File: src/hdl/dtpq_pkg.sv
`timescale 1ns / 1ps
// ----------------------------------------------------------------------------
// dtpq_pkg
// types and constants shared by the drop-tail packet queue
// ----------------------------------------------------------------------------
package dtpq_pkg;

	localparam logic [1:0] OP_ENQ  = 2'd0;
	localparam logic [1:0] OP_DEQ  = 2'd1;
	localparam logic [1:0] OP_PEEK = 2'd2;

	localparam logic [1:0] CFG_LIMIT_MODE  = 2'd0;
	localparam logic [1:0] CFG_MAX_PACKETS = 2'd1;
	localparam logic [1:0] CFG_MAX_BYTES   = 2'd2;

	localparam logic        LIMIT_MODE_RST  = 1'b0;
	localparam logic [7:0]  MAX_PACKETS_RST = 8'd100;
	localparam logic [31:0] MAX_BYTES_RST   = 32'd6553500;

	typedef struct packed {
		logic [1:0]  op;
		logic [15:0] pkt_handle;
		logic [15:0] pkt_size;
	} cmd_t;

	typedef struct packed {
		logic        accepted;
		logic        dropped;
		logic        found;
		logic [15:0] head_handle;
		logic [15:0] head_size;
		logic [7:0]  packet_count;
		logic [31:0] byte_count;
	} rsp_t;

	typedef struct packed {
		logic [15:0] handle;
		logic [15:0] size;
	} entry_t;

endpackage

File: src/hdl/dtpq_store.sv
`timescale 1ns / 1ps
// ----------------------------------------------------------------------------
// dtpq_store
// descriptor memory, one write port and one registered read port with
// write-to-read forwarding so the head entry is always ready
// ----------------------------------------------------------------------------
module dtpq_store
	import dtpq_pkg::*;
#(
	parameter int DEPTH = 128,
	localparam int IDX_W = $clog2(DEPTH)
) (
	input  logic             clk,
	input  logic             wr_en,
	input  logic [IDX_W-1:0] wr_addr,
	input  entry_t           wr_data,
	input  logic [IDX_W-1:0] rd_addr,
	output entry_t           rd_data
);

	entry_t mem [DEPTH];
	entry_t rd_q;

	always_ff @(posedge clk) begin
		if (wr_en) begin
			mem[wr_addr] <= wr_data;
		end
	end

	always_ff @(posedge clk) begin
		if (wr_en && (wr_addr == rd_addr)) begin
			rd_q <= wr_data;
		end else begin
			rd_q <= mem[rd_addr];
		end
	end

	assign rd_data = rd_q;

endmodule

File: src/hdl/drop_tail_packet_queue_core.sv
`timescale 1ns / 1ps
// ----------------------------------------------------------------------------
// drop_tail_packet_queue_core
// fifo of packet descriptors with drop-tail admission by packet or byte limit
// result registered after the command register; throughput one command a cycle
// busy stays low; the head entry is prefetched by the memory read port
// reset clears pointers and counts and restores default limits; memory not cleared
// ----------------------------------------------------------------------------
module drop_tail_packet_queue_core
	import dtpq_pkg::*;
#(
	parameter int QUEUE_DEPTH = 128
) (
	input  logic        clk,
	input  logic        arst_n,
	input  logic        start,
	output logic        busy,
	input  cmd_t        cmd,
	input  logic        cfg_valid,
	output logic        cfg_ready,
	input  logic [1:0]  cfg_index,
	input  logic [31:0] cfg_data,
	output logic        result_valid,
	output rsp_t        result
);

	localparam int IDX_W = $clog2(QUEUE_DEPTH);
	localparam int CNT_W = $clog2(QUEUE_DEPTH + 1);
	localparam int CMP_W = (CNT_W > 8) ? CNT_W : 8;

	logic             limit_mode_q;
	logic [7:0]       max_packets_q;
	logic [31:0]      max_bytes_q;

	logic             valid_s1;
	cmd_t             cmd_s1;

	logic [IDX_W-1:0] head_q;
	logic [IDX_W-1:0] tail_q;
	logic [CNT_W-1:0] cnt_q;
	logic [31:0]      bytes_q;

	logic             valid_s2;
	rsp_t             rsp_s2;

	logic             is_enq;
	logic             is_look;
	logic             full;
	logic             refuse;
	logic             do_push;
	logic             do_pop;
	logic             found;
	logic [32:0]      byte_sum;
	logic [IDX_W-1:0] head_next;
	logic [IDX_W-1:0] tail_next;
	logic [CNT_W-1:0] cnt_next;
	logic [31:0]      bytes_next;
	entry_t           wr_entry;
	entry_t           head_entry;

	assign busy      = 1'b0;
	assign cfg_ready = 1'b1;

	always_ff @(posedge clk or negedge arst_n) begin
		if (!arst_n) begin
			limit_mode_q  <= LIMIT_MODE_RST;
			max_packets_q <= MAX_PACKETS_RST;
			max_bytes_q   <= MAX_BYTES_RST;
		end else if (cfg_valid) begin
			case (cfg_index)
				CFG_LIMIT_MODE:  limit_mode_q  <= cfg_data[0];
				CFG_MAX_PACKETS: max_packets_q <= cfg_data[7:0];
				CFG_MAX_BYTES:   max_bytes_q   <= cfg_data;
				default: ;
			endcase
		end
	end

	// command register
	always_ff @(posedge clk or negedge arst_n) begin
		if (!arst_n) begin
			valid_s1 <= 1'b0;
		end else begin
			valid_s1 <= start;
		end
	end

	always_ff @(posedge clk) begin
		if (start) begin
			cmd_s1 <= cmd;
		end
	end

	always_comb begin
		is_enq   = (cmd_s1.op == OP_ENQ);
		is_look  = (cmd_s1.op == OP_DEQ) || (cmd_s1.op == OP_PEEK);
		full     = (cnt_q >= CNT_W'(QUEUE_DEPTH));
		byte_sum = {1'b0, bytes_q} + 33'(cmd_s1.pkt_size);
		if (full) begin
			refuse = 1'b1;
		end else if (!limit_mode_q) begin
			refuse = (CMP_W'(cnt_q) >= CMP_W'(max_packets_q));
		end else begin
			refuse = (byte_sum >= {1'b0, max_bytes_q});
		end
		do_push = valid_s1 && is_enq && !refuse;
		found   = valid_s1 && is_look && (cnt_q != '0);
		do_pop  = found && (cmd_s1.op == OP_DEQ);

		head_next = head_q;
		if (do_pop) begin
			head_next = (head_q == IDX_W'(QUEUE_DEPTH - 1)) ? '0 : head_q + 1'b1;
		end
		tail_next = tail_q;
		if (do_push) begin
			tail_next = (tail_q == IDX_W'(QUEUE_DEPTH - 1)) ? '0 : tail_q + 1'b1;
		end

		cnt_next   = cnt_q;
		bytes_next = bytes_q;
		if (do_push) begin
			cnt_next   = cnt_q + 1'b1;
			bytes_next = byte_sum[31:0];
		end else if (do_pop) begin
			cnt_next   = cnt_q - 1'b1;
			bytes_next = bytes_q - 32'(head_entry.size);
		end

		wr_entry.handle = cmd_s1.pkt_handle;
		wr_entry.size   = cmd_s1.pkt_size;
	end

	dtpq_store #(
		.DEPTH(QUEUE_DEPTH)
	) u_store (
		.clk     (clk),
		.wr_en   (do_push),
		.wr_addr (tail_q),
		.wr_data (wr_entry),
		.rd_addr (head_next),
		.rd_data (head_entry)
	);

	always_ff @(posedge clk or negedge arst_n) begin
		if (!arst_n) begin
			head_q   <= '0;
			tail_q   <= '0;
			cnt_q    <= '0;
			bytes_q  <= '0;
			valid_s2 <= 1'b0;
		end else begin
			head_q   <= head_next;
			tail_q   <= tail_next;
			cnt_q    <= cnt_next;
			bytes_q  <= bytes_next;
			valid_s2 <= valid_s1;
		end
	end

	// result register
	always_ff @(posedge clk) begin
		if (valid_s1) begin
			rsp_s2.accepted     <= do_push;
			rsp_s2.dropped      <= is_enq && refuse;
			rsp_s2.found        <= found;
			rsp_s2.head_handle  <= found ? head_entry.handle : '0;
			rsp_s2.head_size    <= found ? head_entry.size : '0;
			rsp_s2.packet_count <= 8'(cnt_next);
			rsp_s2.byte_count   <= bytes_next;
		end
	end

	assign result_valid = valid_s2;
	assign result       = rsp_s2;

endmodule
File: config.mk
export PLATFORM = sky130hd
export DESIGN_NAME = drop_tail_packet_queue_core
export DESIGN_NICKNAME = d
export VERILOG_FILES = /design/src/hdl/dtpq_pkg.sv /design/src/hdl/dtpq_store.sv /design/src/hdl/drop_tail_packet_queue_core.sv
export SDC_FILE = /design/constraint.sdc
export NUM_CORES = 2
export LEC_CHECK = 0
export BUFFER_PORTS_ARGS = -buffer_cell sky130_fd_sc_hd__buf_2
export CORE_ASPECT_RATIO = 1.4
export CORE_MARGIN = 2
export CORE_UTILIZATION = 41
export CTS_BUF_LIST = sky130_fd_sc_hd__clkbuf_2
export DETAILED_ROUTE_END_ITERATION = 10
export PLACE_DENSITY = 0.58
export SLEW_MARGIN = 0
export SYNTH_ARGS = -nofsm -noshare
export SYNTH_HDL_FRONTEND = slang
export SYNTH_SLANG_ARGS = --single-unit
File: constraint.sdc
create_clock -name clk -period 14.83 [get_ports clk]
set_clock_uncertainty 0.15 [all_clocks]
set_input_delay 2.2245 -clock clk [delete_from_list [all_inputs] [get_ports clk]]
set_output_delay 2.2245 -clock clk [all_outputs]
set_load 0.02 [all_outputs]
## Yosys cells after proc, flatten, opt, wreduce, memory -nomap -nowiden

Memory sizes are Yosys's and may differ from the RTL's. A register that Yosys moved wholly into a read port is not among the register bits.
Cells that the tools add are included.

| cells by class | value |
|---|---|
| mux-type cells | 11 |
| magnitude comparators | 3 |
| $add $sub $neg | 6 |
| reduce and logical (&&, ||, !) cells | 14 |
| eq/ne operators | 6 |

Operators with widths:

| cell | number |
|---|---|
| two-way mux 32 bit | 2 |
| adder 32 x 16 -> 33 bit | 1 |
| >= comparator 33 x 32 -> 1 bit | 1 |
| subtractor 32 x 16 -> 32 bit | 1 |
| two-way mux 7 bit | 3 |
| two-way mux 8 bit | 2 |
| adder 7 x 1 -> 7 bit (second input constant) | 2 |
| equality test 7 bit (second input constant) | 2 |
| adder 8 x 1 -> 8 bit (second input constant) | 1 |
| >= comparator 8 bit | 1 |
| >= comparator 8 bit (second input constant) | 1 |
| nonzero test 8 bit | 1 |
| subtractor 8 x 1 -> 8 bit (second input constant) | 1 |
| logical AND 1 bit | 6 |
| AND reduction 2 bit | 3 |
| equality test 2 x 1 -> 1 bit (second input constant) | 2 |
| equality test 2 bit (second input constant) | 2 |
| zero test 2 bit | 2 |
| two-way mux 1 bit | 4 |
| zero test 1 bit | 1 |
| logical OR 1 bit | 1 |

| word-level totals | value |
|---|---|
| memories | 1 |
| output and inout port bits | 78 |
| memory bits (writable) | 4096 |
| input bits | 72 |
| register bits after elaboration | 206 |
| logic and storage cells | 60 |

Memories:

| name | words | width | rd ports | clocked after Yosys merged registers in | wr ports | line | RTL |
|---|---|---|---|---|---|---|---|
| u_store.mem | 128 | 32 | 1 | 1 | 1 | dtpq_store.sv:21 | `entry_t mem [DEPTH];` |

## Longest topological paths before layout

| logic depth | value |
|---|---|
| depth in word-level cells | 8 |
| mapped depth | 21 |
| depth with buffers taken out | 19 |

## Hierarchy

A second synthesis with hierarchy kept.

| unflattened totals | value |
|---|---|
| cell total of the unflattened synthesis | 6904 |
| area total of the unflattened synthesis | 166571.0 um^2 |

By module, submodules not included:

| module | cells an instance | sequential area each (um^2) | area an instance (um^2) | instances |
|---|---|---|---|---|
| dtpq_store | 5965 | 123138.1 | 155775.7 | 1 |
| drop_tail_packet_queue_core | 939 | 5724.2 | 10795.4 | 1 |

## Worst setup path before layout

OpenSTA, ideal clock, no wires.

| path | value |
|---|---|
| kind | register to register |
| from | register cmd_s1[1] (netlist bit) |
| to | memory u_store.mem[100][0] (netlist bit) (enable) |
| period minus slack after synthesis | 7.731 ns |
| setup time | 0.421 ns |
| cell stages (with the launch flop) | 20 |
| buffers on the path | 2 |
| arrival time | 7.160 ns |
| slack | 7.099 ns |
| data required time | 14.259 ns |
| path through | edfxtp_1 > ha_1 > a211oi_1 > o21ai_0 > a21oi_1 > o21ai_0 > a31oi_1 > nor3_1 > xor2_1 > ha_1 > nand2_1 > o21ai_0 > a2111oi_0 > a21oi_1 > a2111oi_0 > a22oi_1 > or4_1 > clkbuf_1 > buf_2 > nor2_1 |

| between the ends | value |
|---|---|
| longest elaborated chain between the ends | 8 |

Ends and longest elaborated chain:

| what | line | RTL |
|---|---|---|
| start: declaration | drop_tail_packet_queue_core.sv:36 | `cmd_t cmd_s1;` |
| start signal: assignment | drop_tail_packet_queue_core.sv:90 | `cmd_s1 <= cmd;` |
| adder 32 x 16 -> 33 bit | drop_tail_packet_queue_core.sv:98 | `byte_sum = {1'b0, bytes_q} + 33'(cmd_s1.pkt_size);` |
| >= comparator 33 x 32 -> 1 bit | drop_tail_packet_queue_core.sv:104 | `refuse = (byte_sum >= {1'b0, max_bytes_q});` |
| two-way mux 1 bit | drop_tail_packet_queue_core.sv:101 | `end else if (!limit_mode_q) begin` |
| two-way mux 1 bit | drop_tail_packet_queue_core.sv:99 | `if (full) begin` |
| zero test 1 bit | drop_tail_packet_queue_core.sv:106 | `do_push = valid_s1 && is_enq && !refuse;` |
| logical AND 1 bit | drop_tail_packet_queue_core.sv:106 |  |
| two-way mux 1 bit | dtpq_store.sv:25 | `if (wr_en) begin` |
| two-way mux 1 bit (not written as such) | dtpq_store.sv:26 | `mem[wr_addr] <= wr_data;` |
| end: declaration | dtpq_store.sv:21 |  |

No other way between the ends.

## Worst setup path in the final report

| path | value |
|---|---|
| from | register cmd_s1[10] (netlist bit) |
| to | memory u_store.mem[68][18] (netlist bit) (enable) |

Same word-level chain as after synthesis.

==> flow_summary_export.csv <==
group,metric,value,unit
outcome,status,"finished clean",
timing,relSlewSlack,0.139,
cells_and_area,layout-drive-gt1-share,0.398,
clock_network,cts_tree,"done",
worst_setup_path,cp.arrival,10.23,ns
hold_path,hold_path_class,"reg -> reg",
logic_synthesis,synth_fp_nets,7045,
worst_setup_path,startpoint_type,"register",
timing,max_slew.worst_pin.slew,1.29,ns
worst_setup_path,cpLargestDelayFamily,"compound AO/OA/AOI/OAI gates",
die,core,0.404,sq mm
worst_setup_path,crit_top_cell,"a21oi_1",
cells_and_area,final_cells,14109,
worst_setup_path,max_stage_delay,1.14,ns
worst_setup_path,path_max_fanout,52,
worst_setup_path,crit_chain,"buf_4 -> ha_1 -> a21oi_1 -> o211ai_1 -> a21oi_1 -> o21ai_0 -> a31oi_1 -> nor2_1 -> xnor2_1 -> ha_1 -> a21oi_1 -> o21ai_0 -> a2111oi_0 -> a21oi_1 -> a2111oi_0 -> a22oi_2 -> buf_4 -> or4_4 -> nor2_4",
pwr,powerDensity,166,mW/mm^2
timing,hold_violations,0,
logic_synthesis,ys_seq_elements,4309,
die,pin_count,150,
place,post_dp_cell_area,0.175,sq mm
logic_synthesis,ys_warn_count,0,
timing,min_period,8.54,ns
timing,setup_tns,0,ns
worst_setup_path,critPathKind,"reg -> reg",
cells_and_area,nets,8196,
clock_network,clock_path_buffers,5,
clock_network,clk_latency,2.38,ns
pwr,p_leak,58.2,nW
logic_synthesis,yosysTopAreaCellShare,0.758,
logic_synthesis,yosysSeqAreaShare,0.774,
route,vias_per_cell,5.65,
place,hpwl,282,mm
timing,whs,0.222,ns
timing,setup_violations,0,
route,dr.pass1.iters,6,
place,place_congestion,0.871,
route,totalWireLength,459,mm
die,die_w,543,microns
worst_setup_path,crit_slowest_cell,"edfxtp_1",
global_route,overflow,0,
timing,max_freq,117,MHz
worst_setup_path,path_buf_inv,2,
global_route,antenna_found_initial,74,
logic_synthesis,avgSynthCellArea,24.2,sq um
die,die_h,758,microns
pwr,vdd_drop_max,138,uV
cells_and_area,stdcell_area,0.185,sq mm
logic_synthesis,syn_inst,6892,
job,max_cap_viol_count,0,
logic_synthesis,synth_area_leaders,"edfxtp_1, mux4_2, dfrtp_1, ha_1, nor2_1",
global_route,first_global_vias,83473,
die,dieArea,0.411,sq mm
clock_network,htree_levels,7,
clock_network,cts_setup_buffers,0,
global_route,grt_max_degree,130,
place,portBuffers,147,
logic_synthesis,synth_edf_count,4205,
place,placed_cells,12157,
route,drtAntennaViolNets,0,
worst_setup_path,critPathCaptureType,"register",
global_route,grtUsageTotal,0.225,
clock_network,root_buffer,"clkbuf_2",
clock_network,numCtsBuffers,1094,
route,wire_per_inst,32.5,microns
route,via_count,79669,
global_route,grt_pass1_wl,638,mm
logic_synthesis,async_flop_share,0.0225,
logic_synthesis,netlist_top_cells_count,"edfxtp_1, mux4_2, nor2_1",
worst_setup_path,cp.required,16.52,ns
timing,drv_slew,0,
timing,rsz0062_at_grt,"no",
die,initial_core_util,0.412,
die,row_count,276,
logic_synthesis,yosysTopAreaCell,"edfxtp_1",
clock_network,cts_sinks,4309,
timing,finalCritPeriodShare,0.576,
logic_synthesis,synth_most_common_cell,"edfxtp_1",
route,drt_iter0_markers,8190,
clock_network,clkTransAtPathRegs,0.11,ns
logic_synthesis,synth_ff_type,"edfxtp_1",
cells_and_area,fillers,34085,
cells_and_area,synthToLayoutAreaGrowth,11.0,%
logic_synthesis,synth_cell_type_count,62,
logic_synthesis,synth_area,0.166,sq mm
route,route.detailed.drc,0,
[kinds of logic (layout without fill, tap and decap cells)]
logic type,after synthesis,count (layout),share of synthesized area
XOR/XNOR,66,66,0.00347
flip-flops,4309,4309,0.774
AO/OA/AOI/OAI,172,172,0.00655
multiplexers,1445,1445,0.188
other,2,132,0.0000451
buffers and inverters,411,2216,0.0105
AND/OR/NAND/NOR,406,406,0.0110
adder cells (fa/ha/maj),81,81,0.00618
[final timing paths]
kind | endpoint | cells past startpoint | startpoint | slack (ns)
worst max-delay path | u_store.mem[68][18] | 19 | cmd_s1[10] | 6.29
worst min-delay path | register | 1 | head_q[6] | 0.22
worst max register to register | u_store.mem[68][18] | 19 | cmd_s1[10] | 6.29
worst min register to register | register | 1 | head_q[6] | 0.22
max in group asynchronous | max_packets_q[4] | 4 | arst_n | 12.24
min in group asynchronous | result_valid | 3 | arst_n | 0.87
[layout by cell type, fill, tap and decap left out, types with 69 or more instances in the layout]
cell,instances
dfrtp_1,77
clkbuf_2,1496
nor2_4,128
clkinv_1,177
dlygate4sd3_1,72
nand2_1,69
diode_2,130
nor2_1,83
ha_1,79
edfxtp_1,4205
buf_2,145
buf_4,166
mux4_2,1344
[timing repair]
action / in CTS / in global routing
hold buffers: 72 / 0
hold endpoints to repair: 127 / 0
resized for setup: 0 / 0
[sequential cells by signal, summed over array words and instances (netlist names), named ones only]
signal	count
cmd_s1	34
max_packets_q	8
result_valid	1
tail_q	7
head_q	7
u_store.mem	4096
result	75
max_bytes_q	32
bytes_q	32
limit_mode_q	1
valid_s1	1
cnt_q	8
[metal layers]
| layer | GRT usage | routed length, microns | vias to the layer above |
|---|---|---|---|
| li1 | - | - | 32670 |
| met1 | 0.269 | 169000 | 43011 |
| met2 | 0.385 | 239000 | 3361 |
| met3 | 0.0510 | 30300 | 611 |
| met4 | 0.111 | 20200 | 16 |
| met5 | 0 | 107 | - |
[per-stage QoR]
step / util / power [W] / worst slack [ns]
2_1_floorplan: - / 0.0199 / 7.10
3_3_place_gp: 0.433 / 0.0236 / 6.22
3_5_place_dp: 0.433 / 0.0236 / 6.26
4_1_cts: 0.456 / 0.0311 / 6.33
5_1_grt: 0.457 / 0.0320 / 5.84
6_report: 0.457 / 0.0307 / 6.29
[cell type report]
type | count | area, sq um | area share
Multi-Input combinational cell | 2172 | 36900 | 0.199
Inverter | 64 | 240 | 0.00130
Clock inverter | 254 | 1280 | 0.00691
Sequential cell | 4309 | 129000 | 0.698
Timing Repair Buffer | 402 | 3070 | 0.0166
Antenna cell | 130 | 325 | 0.00176
Clock buffer | 1496 | 7490 | 0.0405
Tap cell | 5282 | 6610 | 0.0358
[where the power goes]
part | internal [W] | switching [W] | total (W)
Combinational | 0.00389 | 0.00545 | 0.00934
Clock | 0.00287 | 0.00464 | 0.00750
Sequential | 0.0136 | 0.000263 | 0.0139
Total | 0.0204 | 0.0104 | 0.0307
Power figures use the tool's default switching activity.
